===== config.mk =====
export PLATFORM = sky130hd
export DESIGN_NAME = sprite_rle_line_decoder_top
export DESIGN_NICKNAME = d
export VERILOG_FILES = /design/src/rtl/srld_pkg.sv /design/src/rtl/srld_step.sv /design/src/rtl/sprite_rle_line_decoder_top.sv
export VERILOG_INCLUDE_DIRS = /design/src /design/src/rtl
export SDC_FILE = /design/constraint.sdc
export NUM_CORES = 1
export LEC_CHECK = 0
export BUFFER_PORTS_ARGS = -buffer_cell sky130_fd_sc_hd__buf_4
export CORE_AREA = 2 2 177 179
export DETAILED_ROUTE_END_ITERATION = 16
export DIE_AREA = 0 0 179 181
export PLACE_DENSITY = 0.65
export SLEW_MARGIN = 10
export SYNTH_ARGS = -nofsm -noshare
export SYNTH_HDL_FRONTEND = slang
export SYNTH_SLANG_ARGS = --single-unit

===== constraint.sdc =====
create_clock -name clk -period 11.6 [get_ports clk]
set_clock_uncertainty 0.2 [all_clocks]
set_input_delay 1.74 -clock clk [delete_from_list [all_inputs] [get_ports clk]]
set_output_delay 1.74 -clock clk [all_outputs]
set_load 0.05 [all_outputs]

===== src/rtl/assert_macros.svh =====
// Assertion macros for the sprite RLE line decoder.
// Clocked on clk, disabled while rst_n is low; used by the top level only.
`ifndef ASSERT_MACROS_SVH
`define ASSERT_MACROS_SVH

// property must hold at every clock edge out of reset
`define SRLD_ASSERT(lbl, prop, msg) \
    lbl: assert property (@(posedge clk) disable iff (!rst_n) (prop)) else $error(msg);

// expression must never be true out of reset
`define SRLD_NEVER(lbl, expr, msg) \
    `SRLD_ASSERT(lbl, !(expr), msg)

`endif


===== src/rtl/srld_pkg.sv =====
// Shared types and constants for the sprite RLE line decoder.
// No dependencies; used by srld_step and sprite_rle_line_decoder_top.
`default_nettype none

package srld_pkg;

    localparam int MAX_DIM   = 4096;
    localparam int DIM_W     = 12;
    localparam int LEN_W     = 7;
    localparam int PIX_W     = 8;
    localparam int CNT_W     = 16;
    localparam int TAKEN_W   = 17;
    localparam int CFG_IDX_W = 2;
    localparam int TDATA_W   = 40;
    localparam int TUSER_W   = 2;

    localparam logic [DIM_W-1:0]   DIM_LIMIT = DIM_W'(MAX_DIM - 1);
    localparam logic [TAKEN_W-1:0] TAKEN_MAX = '1;

    // token flag bits
    localparam logic [7:0] TOK_SKIP   = 8'h01;
    localparam logic [7:0] TOK_REPEAT = 8'h02;

    // configuration register indexes
    localparam logic [CFG_IDX_W-1:0] CFG_FRAME_WIDTH  = CFG_IDX_W'(0);
    localparam logic [CFG_IDX_W-1:0] CFG_FRAME_HEIGHT = CFG_IDX_W'(1);

    typedef enum logic [2:0] {
        PH_CNT_LO  = 3'd0,
        PH_CNT_HI  = 3'd1,
        PH_TOKEN   = 3'd2,
        PH_REPEAT  = 3'd3,
        PH_LITERAL = 3'd4,
        PH_DISCARD = 3'd5
    } phase_t;

    typedef struct packed {
        logic [DIM_W-1:0] frame_width;
        logic [DIM_W-1:0] frame_height;
    } cfg_t;

    typedef struct packed {
        logic             frame_end;
        logic             line_end;
        logic             transparent;
        logic [PIX_W-1:0] pixel_index;
        logic [LEN_W-1:0] run_len;
        logic [DIM_W-1:0] x_start;
        logic [DIM_W-1:0] row;
    } run_t;

endpackage

`default_nettype wire


===== src/rtl/srld_step.sv =====
// Row/token state and one-byte decode step of the sprite RLE line decoder.
// Depends on srld_pkg; state advances only when en is high.
`default_nettype none

module srld_step
(
    input  wire logic                clk,
    input  wire logic                rst_n,
    input  wire logic                en,
    input  wire logic [7:0]          data_byte,
    input  wire srld_pkg::cfg_t      cfg,
    output logic                     res_valid,
    output srld_pkg::run_t           res
);

    srld_pkg::phase_t                     phase_reg, phase_next;
    logic [srld_pkg::CNT_W-1:0]           rbc_reg, rbc_next;
    logic [srld_pkg::TAKEN_W-1:0]         taken_reg, taken_next;
    logic [srld_pkg::DIM_W-1:0]           col_reg, col_next;
    logic [srld_pkg::DIM_W-1:0]           row_reg, row_next;
    logic [srld_pkg::LEN_W-1:0]           lit_reg, lit_next;
    logic [srld_pkg::CNT_W-1:0]           disc_reg, disc_next;

    logic [srld_pkg::DIM_W-1:0]           width;
    logic [srld_pkg::DIM_W-1:0]           height;
    logic [srld_pkg::DIM_W-1:0]           last_row;
    logic [srld_pkg::DIM_W-1:0]           room;
    logic [srld_pkg::TAKEN_W-1:0]         taken_inc;

    always_comb
    begin
        width    = (cfg.frame_width < srld_pkg::DIM_LIMIT) ? cfg.frame_width
                                                           : srld_pkg::DIM_LIMIT;
        height   = (cfg.frame_height < srld_pkg::DIM_LIMIT) ? cfg.frame_height
                                                            : srld_pkg::DIM_LIMIT;
        last_row = (height == '0) ? '0 : height - 1'b1;
        room     = (col_reg < width) ? width - col_reg : '0;
        taken_inc = (taken_reg == srld_pkg::TAKEN_MAX) ? taken_reg : taken_reg + 1'b1;
    end

    logic                                 fin;
    logic [srld_pkg::DIM_W-1:0]           f_start;
    logic [srld_pkg::LEN_W-1:0]           f_len;
    logic [srld_pkg::PIX_W-1:0]           f_idx;
    logic                                 f_transp;
    logic signed [srld_pkg::TAKEN_W:0]    cnt_s;
    logic signed [srld_pkg::TAKEN_W:0]    taken_s;
    logic signed [srld_pkg::TAKEN_W:0]    left_s;
    logic                                 ends;
    logic                                 fend;

    always_comb
    begin
        phase_next = phase_reg;
        rbc_next   = rbc_reg;
        taken_next = taken_reg;
        col_next   = col_reg;
        row_next   = row_reg;
        lit_next   = lit_reg;
        disc_next  = disc_reg;
        fin        = 1'b0;
        f_start    = col_reg;
        f_len      = '0;
        f_idx      = '0;
        f_transp   = 1'b0;
        res_valid  = 1'b0;
        res        = '0;
        res.row    = row_reg;

        case (phase_reg)
            srld_pkg::PH_CNT_LO:
            begin
                rbc_next   = {rbc_reg[15:8], data_byte};
                phase_next = srld_pkg::PH_CNT_HI;
            end
            srld_pkg::PH_CNT_HI:
            begin
                rbc_next   = {data_byte, rbc_reg[7:0]};
                taken_next = '0;
                col_next   = '0;
                phase_next = srld_pkg::PH_TOKEN;
            end
            srld_pkg::PH_TOKEN:
            begin
                taken_next = taken_inc;
                if ((data_byte & srld_pkg::TOK_SKIP) != '0)
                begin
                    f_len    = (room < srld_pkg::DIM_W'(data_byte[7:1]))
                               ? room[srld_pkg::LEN_W-1:0] : data_byte[7:1];
                    col_next = col_reg + srld_pkg::DIM_W'(f_len);
                    f_transp = 1'b1;
                    fin      = 1'b1;
                end
                else
                begin
                    lit_next = srld_pkg::LEN_W'(data_byte[7:2]) + 1'b1;
                    if ((data_byte & srld_pkg::TOK_REPEAT) != '0)
                        phase_next = srld_pkg::PH_REPEAT;
                    else if (room == '0)
                        fin = 1'b1;
                    else
                        phase_next = srld_pkg::PH_LITERAL;
                end
            end
            srld_pkg::PH_REPEAT:
            begin
                taken_next = taken_inc;
                f_len      = (room < srld_pkg::DIM_W'(lit_reg))
                             ? room[srld_pkg::LEN_W-1:0] : lit_reg;
                col_next   = col_reg + srld_pkg::DIM_W'(f_len);
                f_idx      = data_byte;
                fin        = 1'b1;
            end
            srld_pkg::PH_LITERAL:
            begin
                taken_next = taken_inc;
                col_next   = col_reg + 1'b1;
                lit_next   = (lit_reg != '0) ? lit_reg - 1'b1 : lit_reg;
                f_len      = srld_pkg::LEN_W'(1);
                f_idx      = data_byte;
                if (lit_next == '0 || col_next >= width || col_next == '0)
                    fin = 1'b1;
                else
                begin
                    res_valid       = 1'b1;
                    res.x_start     = col_reg;
                    res.run_len     = f_len;
                    res.pixel_index = data_byte;
                end
            end
            srld_pkg::PH_DISCARD:
            begin
                disc_next = (disc_reg != '0) ? disc_reg - 1'b1 : disc_reg;
                if (disc_next == '0)
                    phase_next = srld_pkg::PH_CNT_LO;
            end
            default:
            begin
                phase_next = srld_pkg::PH_CNT_LO;
            end
        endcase

        // end of token: decide whether the row closes
        cnt_s   = {{2{rbc_reg[15]}}, rbc_reg};
        taken_s = {1'b0, taken_next};
        left_s  = cnt_s - taken_s;
        ends    = !(taken_s < cnt_s) || (col_next >= width);
        fend    = (row_reg >= last_row);

        if (fin)
        begin
            if (!ends)
            begin
                phase_next = srld_pkg::PH_TOKEN;
                if (f_len != '0)
                begin
                    res_valid       = 1'b1;
                    res.x_start     = f_start;
                    res.run_len     = f_len;
                    res.pixel_index = f_idx;
                    res.transparent = f_transp;
                end
            end
            else
            begin
                res_valid     = 1'b1;
                res.line_end  = 1'b1;
                res.frame_end = fend;
                if (f_len == '0)
                    res.x_start = col_next;
                else
                begin
                    res.x_start     = f_start;
                    res.run_len     = f_len;
                    res.pixel_index = f_idx;
                    res.transparent = f_transp;
                end
                if (cnt_s > taken_s)
                begin
                    disc_next  = left_s[srld_pkg::CNT_W-1:0];
                    phase_next = srld_pkg::PH_DISCARD;
                end
                else
                begin
                    disc_next  = '0;
                    phase_next = srld_pkg::PH_CNT_LO;
                end
                row_next = fend ? '0 : row_reg + 1'b1;
            end
        end
    end

    always_ff @(posedge clk or negedge rst_n)
    begin
        if (!rst_n)
        begin
            phase_reg <= srld_pkg::PH_CNT_LO;
            rbc_reg   <= '0;
            taken_reg <= '0;
            col_reg   <= '0;
            row_reg   <= '0;
            lit_reg   <= '0;
            disc_reg  <= '0;
        end
        else if (en)
        begin
            phase_reg <= phase_next;
            rbc_reg   <= rbc_next;
            taken_reg <= taken_next;
            col_reg   <= col_next;
            row_reg   <= row_next;
            lit_reg   <= lit_next;
            disc_reg  <= disc_next;
        end
    end

endmodule

`default_nettype wire


===== src/rtl/sprite_rle_line_decoder_top.sv =====
// Sprite RLE line decoder: takes one compressed byte per clock while the output
// is not held, and returns pixel runs. A byte is registered on entry and then
// decoded into the result register once the output register is free or being
// taken; one byte per clock sustained, set by the single decode step against
// the row/token state. A word held by the receiver stops the decode and, once
// the input register is full, the input.
// Depends on srld_pkg, srld_step and assert_macros.svh.
`default_nettype none
`include "assert_macros.svh"

module sprite_rle_line_decoder_top
(
    input  wire logic                            clk,
    input  wire logic                            rst_n,
    input  wire logic                            s_tvalid,
    output logic                                 s_tready,
    input  wire logic [7:0]                      s_tdata,   // data_byte[7:0]
    output logic                                 m_tvalid,
    input  wire logic                            m_tready,
    // row[11:0], x_start[23:12], run_len[30:24], pixel_index[38:31], zero[39]
    output logic [srld_pkg::TDATA_W-1:0]         m_tdata,
    output logic                                 m_tlast,   // line_end
    output logic [srld_pkg::TUSER_W-1:0]         m_tuser,   // transparent[0], frame_end[1]
    input  wire logic                            cfg_valid,
    output logic                                 cfg_ready,
    input  wire logic [srld_pkg::CFG_IDX_W-1:0]  cfg_index,
    input  wire logic [srld_pkg::DIM_W-1:0]      cfg_data
);

    srld_pkg::cfg_t  cfg_reg;
    logic            in_valid_reg;
    logic [7:0]      in_byte_reg;
    logic            out_valid_reg;
    srld_pkg::run_t  out_run_reg;
    logic            advance;
    logic            res_valid;
    srld_pkg::run_t  res;

    assign cfg_ready = 1'b1;
    assign advance   = in_valid_reg && (!out_valid_reg || m_tready);
    assign s_tready  = !in_valid_reg || advance;

    always_ff @(posedge clk or negedge rst_n)
    begin
        if (!rst_n)
        begin
            cfg_reg.frame_width  <= srld_pkg::DIM_W'(1);
            cfg_reg.frame_height <= srld_pkg::DIM_W'(1);
        end
        else if (cfg_valid && cfg_ready)
        begin
            case (cfg_index)
                srld_pkg::CFG_FRAME_WIDTH:  cfg_reg.frame_width  <= cfg_data;
                srld_pkg::CFG_FRAME_HEIGHT: cfg_reg.frame_height <= cfg_data;
                default:                    ;
            endcase
        end
    end

    always_ff @(posedge clk or negedge rst_n)
    begin
        if (!rst_n)
            in_valid_reg <= 1'b0;
        else if (s_tready)
            in_valid_reg <= s_tvalid;
    end

    always_ff @(posedge clk)
    begin
        if (s_tready && s_tvalid)
            in_byte_reg <= s_tdata;
    end

    srld_step u_step
    (
        .clk       (clk),
        .rst_n     (rst_n),
        .en        (advance),
        .data_byte (in_byte_reg),
        .cfg       (cfg_reg),
        .res_valid (res_valid),
        .res       (res)
    );

    always_ff @(posedge clk or negedge rst_n)
    begin
        if (!rst_n)
            out_valid_reg <= 1'b0;
        else if (advance)
            out_valid_reg <= res_valid;
        else if (m_tready)
            out_valid_reg <= 1'b0;
    end

    always_ff @(posedge clk)
    begin
        if (advance && res_valid)
            out_run_reg <= res;
    end

    assign m_tvalid = out_valid_reg;
    assign m_tdata  = {1'b0, out_run_reg.pixel_index, out_run_reg.run_len,
                       out_run_reg.x_start, out_run_reg.row};
    assign m_tlast  = out_run_reg.line_end;
    assign m_tuser  = {out_run_reg.frame_end, out_run_reg.transparent};

    `SRLD_ASSERT(a_frame_end_ends_line,
                 out_valid_reg && out_run_reg.frame_end |-> out_run_reg.line_end,
                 "frame end without line end")
    `SRLD_ASSERT(a_empty_run_ends_line,
                 out_valid_reg && out_run_reg.run_len == '0 |-> out_run_reg.line_end,
                 "empty run not at row end")
    `SRLD_ASSERT(a_skip_index_zero,
                 out_valid_reg && out_run_reg.transparent |-> out_run_reg.pixel_index == '0,
                 "transparent run with index")
    `SRLD_NEVER(a_no_take_when_full,
                in_valid_reg && out_valid_reg && !m_tready && s_tready,
                "input taken with both stages blocked")

endmodule

`default_nettype wire

=== Word level (Yosys, flattened, before mapping) ===
Cells that the tools add are included.

* Input port bits: 27
* Memory bits (writable): 0
* ROM bits: 0
* Memories: 0
* Word-level logic and storage cells: 142
* Output and inout port bits: 46
* Flip-flop bits (word level): 159
* Latch bits: 0

* Equal/unequal tests: 12
* Add/sub/neg operators: 11
* Multiply operators: 0
* Div/mod/pow operators: 0
* Shift operators: 0
* $lt $le $gt $ge: 10
* Reduce and logical (&&, ||, !) cells: 34
* Muxes and demuxes: 53
* Bitwise operators: 2

{| class="wikitable"
|+ Operators by type and width
! cell !! count
|-
| $mux 16 || 6
|-
| $mux 12 || 7
|-
| $mux 27 || 3
|-
| $mux 28 || 2
|-
| $pmux 12 s4 || 1
|-
| $ge 12x12->1 || 3
|-
| $logic_not 12->1 || 3
|-
| $mux 7 || 5
|-
| $pmux 17 s2 || 1
|-
| $pmux 16 s2 || 1
|-
| $add 12x1->12 const B || 2
|-
| $add 12x7->12 || 2
|-
| $lt 12x12->1 const B || 2
|-
| $lt 12x7->1 || 2
|-
| $mux 3 || 7
|-
| $pmux 7 s3 || 1
|-
| $gt 16x18->1 || 1
|-
| $lt 18x16->1 || 1
|-
| $add 17x1->17 const B || 1
|-
| $eq 17x17->1 const B || 1
|-
| $mux 17 || 1
|-
| $logic_not 16->1 || 1
|-
| $reduce_bool 16->1 || 1
|-
| $sub 16x1->16 const B || 1
|-
| 34 further kinds || 66
|}

=== Logic depth before layout (Yosys ltp) ===
Gate-level depths: netlist of the first run.

* Depth after elaboration: 14
* Depth in mapped cells: 41
* Depth with buffers taken out: 39

=== Modules after synthesis ===
A second synthesis of the first run with hierarchy kept.

* Cells, all modules: 1338
* Area total of the unflattened synthesis: 12047.8 µm²

{| class="wikitable"
|+ By module, submodules not included
! module !! sequential area each (µm²) !! times used !! area each (µm²) !! cells each
|-
| srld_step || 2077.0 || 1 || 9490.4 || 1222
|-
| sprite_rle_line_decoder_top || 2154.6 || 1 || 2557.5 || 116
|}

=== Worst setup path before layout of the first run ===
No wires, ideal clock.

* Path type: flip-flop to flip-flop
* Start: register u_step.col_reg[2] (netlist bit)
* End: register out_run_reg (netlist bit m_tdata[0]) (enable)
* Clock period less this slack: 9.360 ns
* Stages on the path, launching flop included: 34
* Setup time: 0.468 ns
* Data arrival time: 8.693 ns
* Required time: 10.932 ns
* Path slack: 2.240 ns
* Path buffers: 3
* Cells stage by stage: dfrtp_1 > clkbuf_1 > inv_1 > ha_1 > and4b_2 > and4_1 > o31a_1 > buf_6 > nor2_1 > ha_1 > a22o_1 > o41a_1 > a311oi_1 > o211ai_1 > buf_4 > mux2_2 > ha_1 > a21o_1 > a21o_1 > a21oi_1 > o21bai_1 > a31o_2 > o32a_1 > o22ai_1 > a21oi_1 > o221ai_1 > inv_1 > ha_1 > nand4_1 > o211a_1 > o21ai_0 > or3b_2 > nor2_1 > a31oi_1

* Longest elaborated chain between the ends: 12
* Elaborated cells between the ends (all ways): 33
* Those cells by class: add/sub (4); order compare (5); mux (17); reduce/logical (7)

{| class="wikitable"
|+ RTL lines
! item !! RTL line !! source
|-
| from (decl) || srld_step.sv:19 || <nowiki>logic [srld_pkg::DIM_W-1:0] col_reg, col_next;</nowiki>
|-
| from (signal assigned) || srld_step.sv:210 || <nowiki>col_reg <= col_next;</nowiki>
|-
| $sub 12x12->12 / $lt 12x12->1 (equally long branches) || srld_step.sv:37 || <nowiki>room = (col_reg < width) ? width - col_reg : '0;</nowiki>
|-
| $mux 12 || srld_step.sv:37 ||
|-
| $lt 12x7->1 || srld_step.sv:88 || <nowiki>f_len = (room < srld_pkg::DIM_W'(data_byte[7:1]))</nowiki>
|-
| $mux 7 || srld_step.sv:89 || <nowiki>? room[srld_pkg::LEN_W-1:0] : data_byte[7:1];</nowiki>
|-
| $add 12x7->12 || srld_step.sv:90 || <nowiki>col_next = col_reg + srld_pkg::DIM_W'(f_len);</nowiki>
|-
| $mux 12 || srld_step.sv:86 || <nowiki>if ((data_byte & srld_pkg::TOK_SKIP) != '0)</nowiki>
|-
| $pmux 12 s4 * || srld_step.sv:70 || <nowiki>case (phase_reg)</nowiki>
|-
| named net u_step.col_next (one bit) || srld_step.sv:19 ||
|-
| $ge 12x12->1 * || srld_step.sv:147 || <nowiki>ends = !(taken_s < cnt_s) || (col_next >= width);</nowiki>
|-
| $logic_or 1x1->1 * || srld_step.sv:147 ||
|-
| $mux 1 * || srld_step.sv:152 || <nowiki>if (!ends)</nowiki>
|-
| $mux 1 * || srld_step.sv:150 || <nowiki>if (fin)</nowiki>
|-
| $logic_and 1x1->1 * || sprite_rle_line_decoder_top.sv:97 || <nowiki>if (advance && res_valid)</nowiki>
|-
| to (signal assigned) || sprite_rle_line_decoder_top.sv:98 || <nowiki>out_run_reg <= res;</nowiki>
|-
| to (decl) || sprite_rle_line_decoder_top.sv:34 || <nowiki>srld_pkg::run_t out_run_reg;</nowiki>
|}

Mark *: on every way through the listed nets, which the timed path passes. The rest lies on a longest branch.
A chain may end at the register's enable or synchronous reset.

=== Worst setup path in the final report of the first run ===
* Start: register u_step.col_reg[7] (netlist bit)
* End: register u_step.row_reg[7] (netlist bit)

* Longest elaborated chain between the ends: 10
* Elaborated cells between the ends (all ways): 25
* Those cells by class: add/sub (4); order compare (5); mux (10); reduce/logical (6)

{| class="wikitable"
|+ RTL lines
! item !! RTL line !! source
|-
| $sub 12x12->12 / $lt 12x12->1 (equally long branches) || srld_step.sv:37 ||
|-
| $mux 12 || srld_step.sv:37 ||
|-
| $lt 12x7->1 || srld_step.sv:88 ||
|-
| $mux 7 || srld_step.sv:89 ||
|-
| $add 12x7->12 || srld_step.sv:90 ||
|-
| $mux 12 || srld_step.sv:86 ||
|-
| $pmux 12 s4 * || srld_step.sv:70 ||
|-
| named net u_step.col_next (one bit) || srld_step.sv:19 ||
|-
| $ge 12x12->1 * || srld_step.sv:147 ||
|-
| $logic_or 1x1->1 * || srld_step.sv:147 ||
|-
| $reduce_and 3->1 (no line) * || -- ||
|-
| to (signal assigned) || srld_step.sv:211 || <nowiki>row_reg <= row_next;</nowiki>
|-
| to (decl) || srld_step.sv:20 || <nowiki>logic [srld_pkg::DIM_W-1:0] row_reg, row_next;</nowiki>
|}

Marked as above.

==> summary.md, run 1 <==
| Metric | Value |
|---|---|
| Clock power frac | 0.143 |
| I/O pin count | 73 |
| IO buf count | 70 |
| Pleak | 5.969 nW |
| CTS tree | built |
| Fin crit share | 0.8640 |
| Starting Density | 0.3969 |
| Yosys reg bits | 159 |
| Post-synth EDFFs | 50 |
| Via Count | 10,130 |
| Asr flop ratio synth | 0.6855 |
| Net Sw Frac | 0.4903 |
| DP Wirelength | 24,300 um |
| Placer congestion estimate | 0.9481 |
| CTS buffer count | 17 |
| Mapped Area | 12,050 um2 |
| Chip Height | 181 um |
| Area grow syn2layout | 11.61% |
| CP Class | reg -> reg |
| Top cells by area, synth | dfrtp_1, edfxtp_1, ha_1, o21ai_0, nand2_1 |
| Global-route wire length before repair | 52,500 um |
| Grt ovf | 0 |
| Top-count cell post-synth | o21ai_0 |
| Slew Viols, Final | 0 |
| Vias in the first global route | 9,890 |
| Top cell type's share of synthesized area | 0.2223 |
| RSZ-0062 raised after global routing | false |
| Fin util | 0.4430 |
| Total global-route track usage | 0.2051 |
| Drt total wl | 32,350 um |
| Die area | 32,400 um2 |
| Crit. End Element | register |
| Tmin final | 10,020 ps |
| Max VDD drop | 132.2 uV |
| Clock-pin slew on the worst setup and hold paths | 70 ps |
| Slowest stage delay, CP | 700 ps |
| WP data required | 11,740 ps |
| Drt drc | 0 |
| Mean Syn Cell Area | 8.883 um2 |
| Clk_lat worst skew | 440 ps |
| Cell count after synthesis | 1,356 |
| Final setup margin | 1577 ps |
| CP max stage cell | clkinv_1 |
| Share of cells above drive strength 1 | 0.1294 |
| Relative slew margins | 0.3612 |
| Die Wd | 179 um |
| Hold Crit Class | reg -> reg |
| Antenna violations before repair | 0 |
| Top cell type by total area after synthesis | dfrtp_1 |
| Via/cell ratio | 5.619 |
| Initial DRC count | 761 |
| Endpoints failing hold | 0 |
| Max Cap Viol | 0 |
| Post-synth cell types | 90 |
| Seq/Total Area, Yosys | 0.3513 |
| Top FF cell, synth | dfrtp_1 |
| NetSw | 0.001908 W |
| Drt first pass iters | 5 |
| Sequential power share | 0.243 |
| Max H-tree Level | 4 |
| Outcome | complete, no violations |
| P_int | 0.001983 W |
| Cts repair resizes | 0 |
| Syn nets | 1,504 |
| Root Driver | clkbuf_16 |
| Post-CTS setup buffer count | 0 |
| Power per Cell Area | 289.5 nW/um2 |
| Yosys warning count | 0 |
| WL/cell | 17.94 um |
| Max reg flops | 39 |
| Tightest Pin Transition | 954.1 ps |
| Setup crit start kind | register |
| Placeable core region | 30,350 um2 |
| Fin nets | 1,542 |
| Largest net degree at the start of global routing | 75 |
| Fin Setup TNS | 0 ps |
| Top cells by count, synth | o21ai_0, nand2_1, ha_1 |
| Row count | 64 |
| Combinational fraction of design power | 0.613 |
| Worst Path Arrival | 10,160 ps |
| Setup Viol. Count Final | 0 |
| Clk sinks | 159 |
| Crit Path Max Fanout | 26 |
| Routed Antenna Nets | 0 |
| CTS max path bufs | 2 |
| Fmax | 99.77 MHz |
| Ant. Diodes | 0 |
| CTS Hold Buffers Added | 0 |
| Pre-CTS setup slack | 1716 ps |
## worst paths after layout
check / startpoint / to / slack [ps] / cells past startpoint
setup reg to reg: u_step.col_reg[7] / u_step.row_reg[7] / 1580 / 34
min in group asynchronous: rst_n / u_step.lit_reg[1] / 1210 / 1
hold reg to reg: u_step.taken_reg[12] / u_step.taken_reg[12] / 320 / 2
hold / removal: u_step.taken_reg[12] / u_step.taken_reg[12] / 320 / 2
max in group asynchronous: rst_n / u_step.rbc_reg[6] / 8720 / 2
setup / recovery: u_step.col_reg[7] / u_step.row_reg[7] / 1580 / 34
## placed cells by master (no fill, tap or decap), types with 21 or more instances in the layout
cell,instances
a21o_1,31
a21oi_1,69
and3_1,21
buf_4,80
dfrtp_1,107
edfxtp_1,50
ha_1,117
inv_1,99
mux2_2,35
nand2_1,128
nand3_1,58
nor2_1,72
o21ai_0,157
xnor2_1,39
## metal layers
layer	share of wire	global-route usage	vias to the layer above
met3	0.043	0.02694	51
met5	0	0	-
li1	-	-	4961
met1	0.45	0.2739	4863
met2	0.48	0.3442	256
met4	0.020	0.06179	0
## area by class of cell
cell class	instances	area, um2
clock inverter	11	90.09
clock buffer	21	491.7
sequential	159	4232
fill	2945	16910
inverter	100	375.4
multi-input combinational	1036	7159
tap	396	495.5
timing repair buffer	80	600.6
## power by group through the flow
stage	Sequential (W)	Combinational (W)	Clock (W)
after floorplan	0.00105	0.00167	0
after global placement	0.000951	0.00233	0
after detailed placement	0.000954	0.00236	0
after CTS	0.000945	0.00237	0.000565
after global routing	0.000972	0.00264	0.000589
final	0.000947	0.00239	0.000557
## cells by family after synthesis
group	synth area share
AOI/OAI and AO/OA	0.2047
muxes	0.04062
DFF	0.3513
xor gates and xnor gates	0.04290
buffers and inverters	0.05661
and+or+nand+nor	0.1750
adders and majority gates	0.1282
other	0.0006235
## critical path, delay by kind of cell, from the launching register on
kind | cells | cell delay [ps]
flops | 1 | 550
compound gates | 19 | 4240
fa+ha+maj | 5 | 1730
buf+inv | 2 | 900
simple gates | 8 | 2270
## per-stage QoR
stage | instance area (um2) | hold WS, ps | cells | power, W
after detailed placement | 12860 | 303.1 | 1771 | 0.003311
final | 13440 | 320.9 | 1803 | 0.003892
after floorplan | 12050 | 268.5 | 1356 | 0.002718
after global placement | 12860 | 299.4 | 1771 | 0.003285
after global routing | 13440 | 375.5 | 1803 | 0.004202
after CTS | 13440 | 321.3 | 1803 | 0.003882
Note: power is estimated with default switching activity, not from simulation.
==> run 2, diff against run 1 <==
--- a/config.mk
+++ b/config.mk
@@ -7,10 +7,12 @@
 export NUM_CORES = 1
 export LEC_CHECK = 0
 export BUFFER_PORTS_ARGS = -buffer_cell sky130_fd_sc_hd__buf_4
-export CORE_AREA = 2 2 177 179
+export CELL_PAD_IN_SITES_DETAIL_PLACEMENT = 0
+export CELL_PAD_IN_SITES_GLOBAL_PLACEMENT = 2
+export CORE_AREA = 2 2 179 181
 export DETAILED_ROUTE_END_ITERATION = 16
-export DIE_AREA = 0 0 179 181
-export PLACE_DENSITY = 0.65
+export DIE_AREA = 0 0 181 183
+export PLACE_DENSITY = 0.9
 export SLEW_MARGIN = 10
 export SYNTH_ARGS = -nofsm -noshare
 export SYNTH_HDL_FRONTEND = slang
==> run 2 against run 1 <==
Maximum frequency down 1.6%. Combinational power about the same. Register-to-register slack worse by 160 ps. First-iteration DRC count down 11%. Highest routed layer unchanged. Largest power group unchanged.
==> summary.md, run 2 (synthesized netlist as in run 1, its figures left out) <==
| Metric | Value |
|---|---|
| Outcome | complete, no violations |
| WL/cell | 19.38 um (+8.0%) |
| Final setup margin | 1413 ps (-163.9 ps) |
| WP data required | 11,760 ps (+20 ps) |
| Power per Cell Area | 295.3 nW/um2 (+2.0%) |
| Endpoints failing hold | 0 (unchanged) |
| Total global-route track usage | 0.2160 (+0.01085) |
| Drt first pass iters | 5 (unchanged) |
| Net Sw Frac | 0.4871 (-0.003279) |
| DP Wirelength | 26,250 um (+8.0%) |
| Max VDD drop | 120.7 uV (-8.7%) |
| Clock-pin slew on the worst setup and hold paths | 70 ps (about the same) |
| Crit path top cell by count | ha_1 |
| Setup Viol. Count Final | 0 (unchanged) |
| Max reg flops | 39 (unchanged) |
| Starting Density | 0.3857 (-0.01119) |
| Most frequent cells in the layout | o21ai_0, nand2_1, ha_1 |
| Fmax | 98.17 MHz (-1.6%) |
| Chip Height | 183 um (+1.1%) |
| CP max stage cell | clkinv_1 |
| Fin nets | 1,543 (+0.065%) |
| Largest net degree at the start of global routing | 75 (unchanged) |
| Setup crit start kind | register |
| CTS max path bufs | 2 (unchanged) |
| Cts repair resizes | 0 (unchanged) |
| CTS tree | built |
| I/O pin count | 73 (unchanged) |
| Slowest stage delay, CP | 790 ps (+90 ps) |
| Tightest Pin Transition | 997.7 ps (+43.64 ps) |
| Via/cell ratio | 5.585 (-0.61%) |
| RSZ-0062 raised after global routing | false |
| Crit. End Element | register |
| Antenna violations before repair | 1 (+1) |
| Die Wd | 181 um (+1.1%) |
| Row count | 65 (+1.6%) |
| Max Cap Viol | 0 (unchanged) |
| Initial DRC count | 677 (-11%) |
| CP Class | reg -> reg |
| Clk_lat worst skew | 450 ps (about the same) |
| Grt ovf | 0 (unchanged) |
| Worst Path Arrival | 10,350 ps (+190 ps) |
| Sequential power share | 0.239 (-0.004) |
| Root Driver | clkbuf_16 |
| Hold Crit Class | reg -> reg |
| Area grow syn2layout | 12.19% |
| CTS buffer count | 17 (unchanged) |
| Tmin final | 10,190 ps (+163.9 ps) |
| Placer congestion estimate | 0.8972 (-5.4%) |
| Fill cells | 3,137 (+6.5%) |
| Share of cells above drive strength 1 | 0.1278 (-0.001512) |
| Global-route wire length before repair | 56,040 um (+6.8%) |
| Drt total wl | 35,100 um (+8.5%) |
| Vias in the first global route | 9,998 (+1.1%) |
| Die area | 33,120 um2 (+2.2%) |
| Pre-CTS setup slack | 1527 ps (-189.8 ps) |
| Commonest non-fill, non-tap cell in the layout | o21ai_0 |
| CTS Hold Buffers Added | 0 (unchanged) |
| Clock power frac | 0.155 (+0.012) |
| Finished layout cell area | 13,510 um2 (+0.52%) |
| Slew Viols, Final | 0 (unchanged) |
| Placeable core region | 31,230 um2 (+2.9%) |
| P_int | 0.002047 W (+3.2%) |
| Clk sinks | 159 (unchanged) |
| Dpl cell area | 12,880 um2 (+0.12%) |
| Relative slew margins | 0.3319 (-0.02922) |
| Drt drc | 0 (unchanged) |
| Post-CTS setup buffer count | 0 (unchanged) |
| Crit Path Max Fanout | 26 (unchanged) |
| Fin crit share | 0.8782 (+0.01413) |
| Via Count | 10,110 (-0.17%) |
| NetSw | 0.001944 W (+1.9%) |
| Combinational fraction of design power | 0.606 (-0.007) |
| Pleak | 5.999 nW (+0.50%) |
| Fin Setup TNS | 0 ps (unchanged) |
| IO buf count | 70 (unchanged) |
| Max H-tree Level | 4 (unchanged) |
| Routed Antenna Nets | 0 (unchanged) |
==> run 2: changes by cell type in the layout (fill, tap and decap cells not counted), sizes merged <==
cell | previous run | this run
clkinvlp | 3 | 1
bufinv | 0 | 3
diode | 0 | 1
clkbuf | 21 | 22
buf | 80 | 81
inv | 106 | 103
clkinv | 2 | 3
==> run 2: area by class of cell <==
| type | count | area [um2] | share of cell area |
|---|---|---|---|
| multi-input cells | 1036 | 7159 | 0.5298 |
| flip-flops and latches | 159 | 4232 | 0.3131 |
| repair buffers | 81 | 608.1 | 0.04500 |
| well taps | 402 | 503.0 | 0.03722 |
| clock buffers | 22 | 486.7 | 0.03602 |
| inverters | 100 | 375.4 | 0.02778 |
| clock inverters | 10 | 147.6 | 0.01092 |
| diodes | 1 | 2.502 | 0.0001852 |
==> run 2: metal layers <==
layer	track usage	vias to the layer above	share of wire
li1	-	4966	-
met1	0.2771	4883	0.45
met2	0.3682	213	0.48
met3	0.03693	52	0.035
met4	0.07675	0	0.028
met5	0	-	0
==> run 2: power by group through the flow <==
| stage | Sequential [W] | Combinational (W) | Clock (W) |
|---|---|---|---|
| 6_report | 0.000953 | 0.00242 | 0.000620 |
| 5_1_grt | 0.000976 | 0.00267 | 0.000653 |
| 4_1_cts | 0.000951 | 0.00242 | 0.000631 |
| 3_5_place_dp | 0.000960 | 0.00240 | 0 |
| 3_3_place_gp | 0.000960 | 0.00238 | 0 |
| 2_1_floorplan | 0.00105 | 0.00167 | 0 |
==> run 2: path summary, 6_finish.rpt <==
| kind | startpoint | end | slack, ps | cells past startpoint |
|---|---|---|---|---|
| setup / recovery | u_step.col_reg[7] | u_step.row_reg[8] | 1410 | 34 |
| hold / removal | u_step.disc_reg[1] | u_step.disc_reg[1] | 310 | 2 |
| setup reg to reg | u_step.col_reg[7] | u_step.row_reg[8] | 1410 | 34 |
| hold reg to reg | u_step.disc_reg[1] | u_step.disc_reg[1] | 310 | 2 |
| max in group asynchronous | rst_n | cfg_reg[3] | 8760 | 2 |
| min in group asynchronous | rst_n | u_step.taken_reg[5] | 1100 | 1 |
==> run 2: per-stage QoR <==
step | hold WS [ps] | cells | power [W] | utilization
4_1_cts | 317.1 | 1810 | 0.004001 | 0.4327
5_1_grt | 349.2 | 1810 | 0.004298 | 0.4327
3_3_place_gp | 293.9 | 1778 | 0.003340 | 0.4123
3_5_place_dp | 301.4 | 1778 | 0.003360 | 0.4123
6_report | 309.2 | 1811 | 0.003991 | 0.4327
2_1_floorplan | 268.5 | 1356 | 0.002718 | -
==> run 2: worst max-delay path: cells and delay by family, from the launching register on <==
| family | cells | cell delay, ps |
|---|---|---|
| adder cells (fa/ha/maj) | 4 | 1370 |
| flip-flops | 1 | 560 |
| AND/OR/NAND/NOR | 7 | 2170 |
| multiplexers | 1 | 470 |
| AO/OA/AOI/OAI | 19 | 4190 |
| buffers and inverters | 3 | 1110 |
